## config.mk

```make
export PLATFORM = sky130hd
export DESIGN_NAME = extended_gcd_coefficients
export DESIGN_NICKNAME = d
export VERILOG_FILES = /design/src/rtl/core/egcd_pkg.sv /design/src/rtl/core/egcd_unit.sv /design/src/rtl/core/egcd_seq.sv /design/src/rtl/core/extended_gcd_coefficients.sv
export SDC_FILE = /design/constraint.sdc
export NUM_CORES = 2
export LEC_CHECK = 0
export ABC_AREA = 1
export BUFFER_PORTS_ARGS = -buffer_cell sky130_fd_sc_hd__buf_2
export CAP_MARGIN = 10
export CORE_ASPECT_RATIO = 1.25
export CORE_MARGIN = 4
export CORE_UTILIZATION = 60
export DETAILED_ROUTE_END_ITERATION = 12
export HOLD_SLACK_MARGIN = 0.08
export PLACE_DENSITY_LB_ADDON = 0.2
export SETUP_SLACK_MARGIN = 0.1
export SLEW_MARGIN = 15
export SYNTH_ARGS = -nofsm -noshare
export SYNTH_HDL_FRONTEND = slang
export SYNTH_SLANG_ARGS = --single-unit
```

## constraint.sdc

```tcl
create_clock -name clk -period 17.7 [get_ports clk]
set_input_delay 0.885 -clock clk [delete_from_list [all_inputs] [get_ports clk]]
set_output_delay 0.885 -clock clk [all_outputs]
set_load 0.01 [all_outputs]
```

## src/rtl/core/egcd_pkg.sv

```systemverilog
// ---------------------------------------------------------------------------
// egcd_pkg: shared constants and types for the extended GCD block
// Holds the default operand width and the divider status struct.
// ---------------------------------------------------------------------------
`timescale 1ns / 1ps

package egcd_pkg;

	localparam int unsigned EGCD_WIDTH = 64;
	localparam int unsigned PORT_W     = 64;

	// handshake between sequencer and shared divide/multiply unit
	typedef struct packed {
		logic start;
		logic busy;
		logic done;
	} unit_ctl_t;

endpackage

```

## src/rtl/core/egcd_unit.sv

```systemverilog
// ---------------------------------------------------------------------------
// egcd_unit: shared iterative arithmetic unit
// Restoring division of num by den (one quotient bit per cycle), then two
// shift-add multiplies of the quotient by the coefficients (one bit per
// cycle, both run side by side), giving next = last - q*cur.
// ---------------------------------------------------------------------------
`timescale 1ns / 1ps

module egcd_unit
	import egcd_pkg::*;
#(
	parameter int unsigned WIDTH = EGCD_WIDTH
) (
	input  logic             clk,
	input  logic             arst_n,
	input  logic             start,
	input  logic [WIDTH-1:0] num,
	input  logic [WIDTH-1:0] den,
	input  logic [WIDTH-1:0] cur_x,
	input  logic [WIDTH-1:0] last_x,
	input  logic [WIDTH-1:0] cur_y,
	input  logic [WIDTH-1:0] last_y,
	output logic             busy,
	output logic             done,
	output logic [WIDTH-1:0] rem,
	output logic [WIDTH-1:0] next_x,
	output logic [WIDTH-1:0] next_y
);

	localparam int unsigned CW = $clog2(WIDTH + 1);

	localparam logic [1:0] U_IDLE = 2'd0;
	localparam logic [1:0] U_DIV  = 2'd1;
	localparam logic [1:0] U_MUL  = 2'd2;
	localparam logic [1:0] U_DONE = 2'd3;

	logic [1:0]       state_q;
	logic [CW-1:0]    cnt_q;
	logic [WIDTH-1:0] quo_q;   // dividend shifts out, quotient shifts in
	logic [WIDTH-1:0] rem_q;
	logic [WIDTH-1:0] den_q;
	logic [WIDTH-1:0] mx_q;    // multiplicand, shifted left
	logic [WIDTH-1:0] my_q;
	logic [WIDTH-1:0] ax_q;    // running last - q*cur
	logic [WIDTH-1:0] ay_q;

	logic [WIDTH:0]   trial;
	logic [WIDTH:0]   shifted;

	// one restoring step
	always_comb begin
		shifted = {rem_q, quo_q[WIDTH-1]};
		trial   = shifted - {1'b0, den_q};
	end

	always_ff @(posedge clk or negedge arst_n) begin
		if (!arst_n) begin
			state_q <= U_IDLE;
			cnt_q   <= '0;
		end else begin
			unique case (state_q)
				U_IDLE: begin
					if (start) begin
						state_q <= U_DIV;
						cnt_q   <= CW'(WIDTH);
					end
				end
				U_DIV: begin
					cnt_q <= cnt_q - 1'b1;
					if (cnt_q == CW'(1)) begin
						state_q <= U_MUL;
						cnt_q   <= CW'(WIDTH);
					end
				end
				U_MUL: begin
					cnt_q <= cnt_q - 1'b1;
					if (cnt_q == CW'(1)) state_q <= U_DONE;
				end
				U_DONE: state_q <= U_IDLE;
				default: state_q <= U_IDLE;
			endcase
		end
	end

	// datapath
	always_ff @(posedge clk) begin
		if (state_q == U_IDLE && start) begin
			quo_q <= num;
			rem_q <= '0;
			den_q <= den;
			mx_q  <= cur_x;
			my_q  <= cur_y;
			ax_q  <= last_x;
			ay_q  <= last_y;
		end else if (state_q == U_DIV) begin
			if (!trial[WIDTH]) begin
				rem_q <= trial[WIDTH-1:0];
				quo_q <= {quo_q[WIDTH-2:0], 1'b1};
			end else begin
				rem_q <= shifted[WIDTH-1:0];
				quo_q <= {quo_q[WIDTH-2:0], 1'b0};
			end
		end else if (state_q == U_MUL) begin
			// quotient bit from LSB, multiplicand doubles each step
			if (quo_q[0]) begin
				ax_q <= ax_q - mx_q;
				ay_q <= ay_q - my_q;
			end
			quo_q <= {1'b0, quo_q[WIDTH-1:1]};
			mx_q  <= {mx_q[WIDTH-2:0], 1'b0};
			my_q  <= {my_q[WIDTH-2:0], 1'b0};
		end
	end

	assign busy   = (state_q != U_IDLE);
	assign done   = (state_q == U_DONE);
	assign rem    = rem_q;
	assign next_x = ax_q;
	assign next_y = ay_q;

	a_done_from_mul: assert property (@(posedge clk) disable iff (!arst_n)
		done |-> $past(state_q) == U_MUL)
		else $error("unit done without multiply phase");
	a_rem_below_den: assert property (@(posedge clk) disable iff (!arst_n)
		(state_q == U_MUL && den_q != '0) |-> rem_q < den_q)
		else $error("remainder not below divisor");
	a_start_idle: assert property (@(posedge clk) disable iff (!arst_n)
		(state_q == U_IDLE && start) |=> state_q == U_DIV)
		else $error("unit failed to start");

endmodule

```

## src/rtl/core/egcd_seq.sv

```systemverilog
// ---------------------------------------------------------------------------
// egcd_seq: round sequencer
// Holds the remainder pair and coefficient pairs, launches one unit pass per
// Euclid round and stops when the divisor reaches zero.
// ---------------------------------------------------------------------------
`timescale 1ns / 1ps

module egcd_seq
	import egcd_pkg::*;
#(
	parameter int unsigned WIDTH = EGCD_WIDTH
) (
	input  logic             clk,
	input  logic             arst_n,
	input  logic             load,
	input  logic [WIDTH-1:0] a_in,
	input  logic [WIDTH-1:0] b_in,
	output logic             finish,
	output logic             idle,
	output logic [WIDTH-1:0] res_x,
	output logic [WIDTH-1:0] res_y
);

	localparam logic [1:0] S_IDLE  = 2'd0;
	localparam logic [1:0] S_CHECK = 2'd1;
	localparam logic [1:0] S_WAIT  = 2'd2;

	logic [1:0]       state_q;
	logic [WIDTH-1:0] ra_q, rb_q, cx_q, px_q, cy_q, py_q;
	unit_ctl_t        ctl;
	logic [WIDTH-1:0] rem, nx, ny;

	assign ctl.start = (state_q == S_CHECK) && (rb_q != '0);

	egcd_unit #(.WIDTH(WIDTH)) u_unit (
		.clk    (clk),
		.arst_n (arst_n),
		.start  (ctl.start),
		.num    (ra_q),
		.den    (rb_q),
		.cur_x  (cx_q),
		.last_x (px_q),
		.cur_y  (cy_q),
		.last_y (py_q),
		.busy   (ctl.busy),
		.done   (ctl.done),
		.rem    (rem),
		.next_x (nx),
		.next_y (ny)
	);

	// round control
	always_ff @(posedge clk or negedge arst_n) begin
		if (!arst_n) begin
			state_q <= S_IDLE;
		end else begin
			unique case (state_q)
				S_IDLE:  if (load) state_q <= S_CHECK;
				S_CHECK: state_q <= (rb_q == '0) ? S_IDLE : S_WAIT;
				S_WAIT:  if (ctl.done) state_q <= S_CHECK;
				default: state_q <= S_IDLE;
			endcase
		end
	end

	// working registers
	always_ff @(posedge clk) begin
		if (state_q == S_IDLE && load) begin
			ra_q <= a_in;
			rb_q <= b_in;
			cx_q <= '0;
			px_q <= WIDTH'(1);
			cy_q <= WIDTH'(1);
			py_q <= '0;
		end else if (state_q == S_WAIT && ctl.done) begin
			ra_q <= rb_q;
			rb_q <= rem;
			px_q <= cx_q;
			cx_q <= nx;
			py_q <= cy_q;
			cy_q <= ny;
		end
	end

	assign finish = (state_q == S_CHECK) && (rb_q == '0);
	assign idle   = (state_q == S_IDLE);
	assign res_x  = px_q;
	assign res_y  = py_q;

	a_wait_busy: assert property (@(posedge clk) disable iff (!arst_n)
		(state_q == S_WAIT) |-> ctl.busy)
		else $error("waiting while unit idle");
	a_finish_idle: assert property (@(posedge clk) disable iff (!arst_n)
		finish |=> state_q == S_IDLE)
		else $error("finish did not return to idle");
	a_done_in_wait: assert property (@(posedge clk) disable iff (!arst_n)
		ctl.done |-> state_q == S_WAIT)
		else $error("unit done outside wait");

endmodule

```

## src/rtl/core/extended_gcd_coefficients.sv

```systemverilog
// ---------------------------------------------------------------------------
// extended_gcd_coefficients: Bezout coefficients by extended Euclid
// Top level: input/output channels around the round sequencer.
// ---------------------------------------------------------------------------
// Usage:
//  Input channel: in_valid/in_stall with operand_a, operand_b. A transfer
//  takes place when in_valid is high and in_stall low. Only the low WIDTH
//  bits of each operand are used.
//  Output channel: out_valid/out_stall with coef_x, coef_y, the WIDTH-bit
//  two's complement coefficients sign-extended to 64 bits.
//  One item at a time: in_stall is high from the input transfer until the
//  result has been taken. Each Euclid round runs one check step, WIDTH
//  divide steps and WIDTH multiply steps on the shared divide/multiply
//  unit, and one done step. The result is offered once a check finds the
//  divisor zero; at WIDTH 64 an item takes at most about 93 rounds.
//  b = 0 finishes at the first check with x = 1, y = 0.
//  Reset clears all control state; no clearing pass is needed.
//  If the receiver stalls, the result is held steady until taken.
// ---------------------------------------------------------------------------
`timescale 1ns / 1ps

module extended_gcd_coefficients
	import egcd_pkg::*;
#(
	parameter int unsigned WIDTH = EGCD_WIDTH
) (
	input  logic                     clk,
	input  logic                     arst_n,
	input  logic                     in_valid,
	output logic                     in_stall,
	input  logic [PORT_W-1:0]        operand_a,
	input  logic [PORT_W-1:0]        operand_b,
	output logic                     out_valid,
	input  logic                     out_stall,
	output logic signed [PORT_W-1:0] coef_x,
	output logic signed [PORT_W-1:0] coef_y
);

	logic             busy_q;
	logic             out_valid_q;
	logic             load, finish, idle;
	logic [WIDTH-1:0] res_x, res_y;
	logic [PORT_W-1:0] x_q, y_q;

	assign in_stall = busy_q;
	assign load     = in_valid && !busy_q;

	egcd_seq #(.WIDTH(WIDTH)) u_seq (
		.clk    (clk),
		.arst_n (arst_n),
		.load   (load),
		.a_in   (operand_a[WIDTH-1:0]),
		.b_in   (operand_b[WIDTH-1:0]),
		.finish (finish),
		.idle   (idle),
		.res_x  (res_x),
		.res_y  (res_y)
	);

	// busy from accept until output transfer
	always_ff @(posedge clk or negedge arst_n) begin
		if (!arst_n) begin
			busy_q      <= 1'b0;
			out_valid_q <= 1'b0;
		end else begin
			if (load) busy_q <= 1'b1;
			else if (out_valid_q && !out_stall) busy_q <= 1'b0;
			if (finish) out_valid_q <= 1'b1;
			else if (!out_stall) out_valid_q <= 1'b0;
		end
	end

	// result register, sign extended
	always_ff @(posedge clk) begin
		if (finish) begin
			x_q <= PORT_W'($signed(res_x));
			y_q <= PORT_W'($signed(res_y));
		end
	end

	assign out_valid = out_valid_q;
	assign coef_x    = x_q;
	assign coef_y    = y_q;

	a_out_busy: assert property (@(posedge clk) disable iff (!arst_n)
		out_valid_q |-> busy_q)
		else $error("result without item");
	a_load_idle: assert property (@(posedge clk) disable iff (!arst_n)
		load |-> idle)
		else $error("accept while sequencer busy");
	a_finish_one: assert property (@(posedge clk) disable iff (!arst_n)
		finish |-> !out_valid_q)
		else $error("second result for one item");

endmodule

```

==> out/qor.txt <==
area grow syn2layout: 9.92%
CTS root buf: clkbuf_16
RR Startpoint: u_seq.rb_q[46]$_DFFE_PP_
Post-synth EDFFs: 640
Sink Count: 973
Starting Density: 60.9%
PortBufs: 261
largest net degree at the start of global routing: 248
Post-DRT Antenna Nets: 0
syn_area_per_cell: 7.86 um2
Pwr Density: 76.4 nW/um2
RSZ-0062 raised after global routing: no
via count: 46400
Critical Path Sink Type: flip-flop
Syn Std Cell Area: 54200 um2
WS Path Type: reg -> reg
# hold bufs at CTS: 0
Slew headroom: 23.1%
crit path launch type: flip-flop
total grt overflow: 0
fraction of registers with async set/reset: 1.34%
Synth Instances: 6893
CTS Buf Count: 94
first-pass GRT wire length: 245000 um
clock latency at the later pin of the worst-skew pair: 0.69 ns
clock slew at reported path FFs: 0.06 ns
Yosys Warn Count: 0
most frequent cell after synthesis: nand2_1
number of I/O pins: 262
syn_nets: 7227
Synth Register Bits: 973
Die Area: 95200 um2
hold crit path type: in -> async
sequential area share after synthesis: 47.9%
crit path time final: 5.06 ns
Post-CTS Resized: 0
H-tree Lvls: 3
vias in the first global route: 45100
DR pass1 iterations: 6
final setup skew: 0.0307 ns
DRC: 0
Fill cells: 7483
Detailed Place HPWL: 118000 um
crit path from: u_seq.rb_q[46]$_DFFE_PP_
Final nets: 7379
Primary FF master, synth: edfxtp_1
row count: 122
Worst VDD drop: 0.000104 V
Slew Limit Fails: 0
Cell variety after synth: 49
DRT iter0 DRCs: 4057
top post-synthesis cells by count: 1815 x nand2_1, 1146 x inv_1, 673 x o21ai_0
Max-Cap Viols: 0
slew at the pin closest to its max-slew limit: 1.15 ns
Die Y: 344 um
CP Data Arrival Time: 5.42 ns
Synth top area share: 35.5%
RD Place Congestion: 1.05
clock tree buffer depth: 3
final core occ: 66.9%
CP max FO: 247
wire per inst: 19.2 um
Worst EP required: 18.07 ns
Final Cycle Share: 28.6%
GRT Total Usage: 32.5%
setup TNS: 0 ns
Fmax achieved: 198 MHz
core area: 89000 um2
Area contributors post-synth: edfxtp_1 35%, nand2_1 13%, dfxtp_1 12%, inv_1 7.9%, o21ai_0 6.2%
routed wire length: 159000 um
status: completed
initial antenna violation count: 3
Finish-stage setup viols: 0
Fin. Hold Viols: 0
Synth area leader: edfxtp_1
Static Leak: 28.0 nW
Die W: 277 um
vias per std cell: 5.59
CTS tree: done
number of buffers added for setup after CTS: 0
layout cell share with drive strength beyond 1: 9.58%
## cell usage in the layout (no fill, tap or decap), types with 32 or more instances in the layout
cell       synthesis  routed
a21o_1            34      34
a21oi_1          511     510
a21oi_2           49      49
a31oi_1           76      76
buf_2             40     261
clkbuf_16          0      97
dfxtp_1          320     320
edfxtp_1         640     640
ha_1             199     198
inv_1           1146    1142
nand2_1         1815    1813
nand2_2           33      32
nand2_4           31      34
nand3_1          231     230
nand3_2           55      54
nand4_1           35      35
nor2_1           509     509
nor3_1            45      43
o21ai_0          673     673
or2_2             33      33
xor2_1            41      41
## layer usage
layer  part of all wire [%]  wire length, um  track usage (%)  vias up
li1                       -                -                -    22700
met1                     41            64600             40.9    21800
met2                     49            78700             57.8     1607
met3                    5.5             8730             3.20      304
met4                    4.6             7320             13.7        0
met5                      0                0                0        -
## worst max-delay path: stages (launching register included)
cell	delay [ns]
edfxtp_1	0.42
nor4_1	0.41
nand4_1	0.23
nor2_1	0.43
nand2_1	0.25
nand3_4	0.23
buf_12	0.64
buf_4	0.82
buf_4	0.93
o21ai_0	0.19
## worst paths after layout
path / to / slack, ns / cells past startpoint
worst min register to register: coef_y[13]$_DFFE_PP_ / 0.43 / 0
worst min-delay path: out_valid$_DFFE_PN0P_ / 0.12 / 1
min in group clk: coef_y[13]$_DFFE_PP_ / 0.43 / 0
worst max-delay path: u_seq.u_unit.next_x[1]$_DFFE_PP_ / 12.64 / 9
max in group asynchronous: u_seq.u_unit.cnt_q[6]$_DFFE_PN0P_ / 17.29 / 1
worst max register to register: u_seq.u_unit.next_x[1]$_DFFE_PP_ / 12.64 / 9
## logic make-up after synthesis
family                     after synthesis  synth area share, %
and+or+nand+nor                       2844                 22.2
xor gates and xnor gates                66                 1.07
DFF                                    973                 47.9
adders and majority gates              202                 4.71
buffers and inverters                 1389                 9.94
AOI/OAI and AO/OA                     1419                 14.1
## area by class of cell
type	instances	area (um2)	share of cell area, %
multi-input combinational	4531	22900	38.5
sequential	973	25900	43.6
tap	1178	1470	2.48
timing repair buffer	287	1510	2.54
inverter	1158	4370	7.34
antenna	1	2.50	0.00420
clock buffer	116	2580	4.33
clock inverter	62	746	1.25
## per-stage QoR
stage | total power [mW] | instances | worst slack, ns | cell area [um2] | hold WS (ns)
2_1_floorplan | 2.44 | 6893 | 6.51 | 54200 | 0.408
3_3_place_gp | 2.46 | 8127 | 12.67 | 56200 | 0.413
3_5_place_dp | 2.46 | 8127 | 12.54 | 56200 | 0.413
4_1_cts | 4.57 | 8305 | 12.51 | 59500 | 0.101
5_1_grt | 4.66 | 8305 | 12.30 | 59500 | 0.114
6_report | 4.55 | 8306 | 12.64 | 59500 | 0.116
## power breakdown
part | switching (mW) | total [mW] | internal (mW)
registers | 0.000121 | 2.39 | 2.39
logic | 0.00617 | 0.0164 | 0.0102
clock network | 0.939 | 2.14 | 1.20
Note: power is estimated with default switching activity, not from simulation.
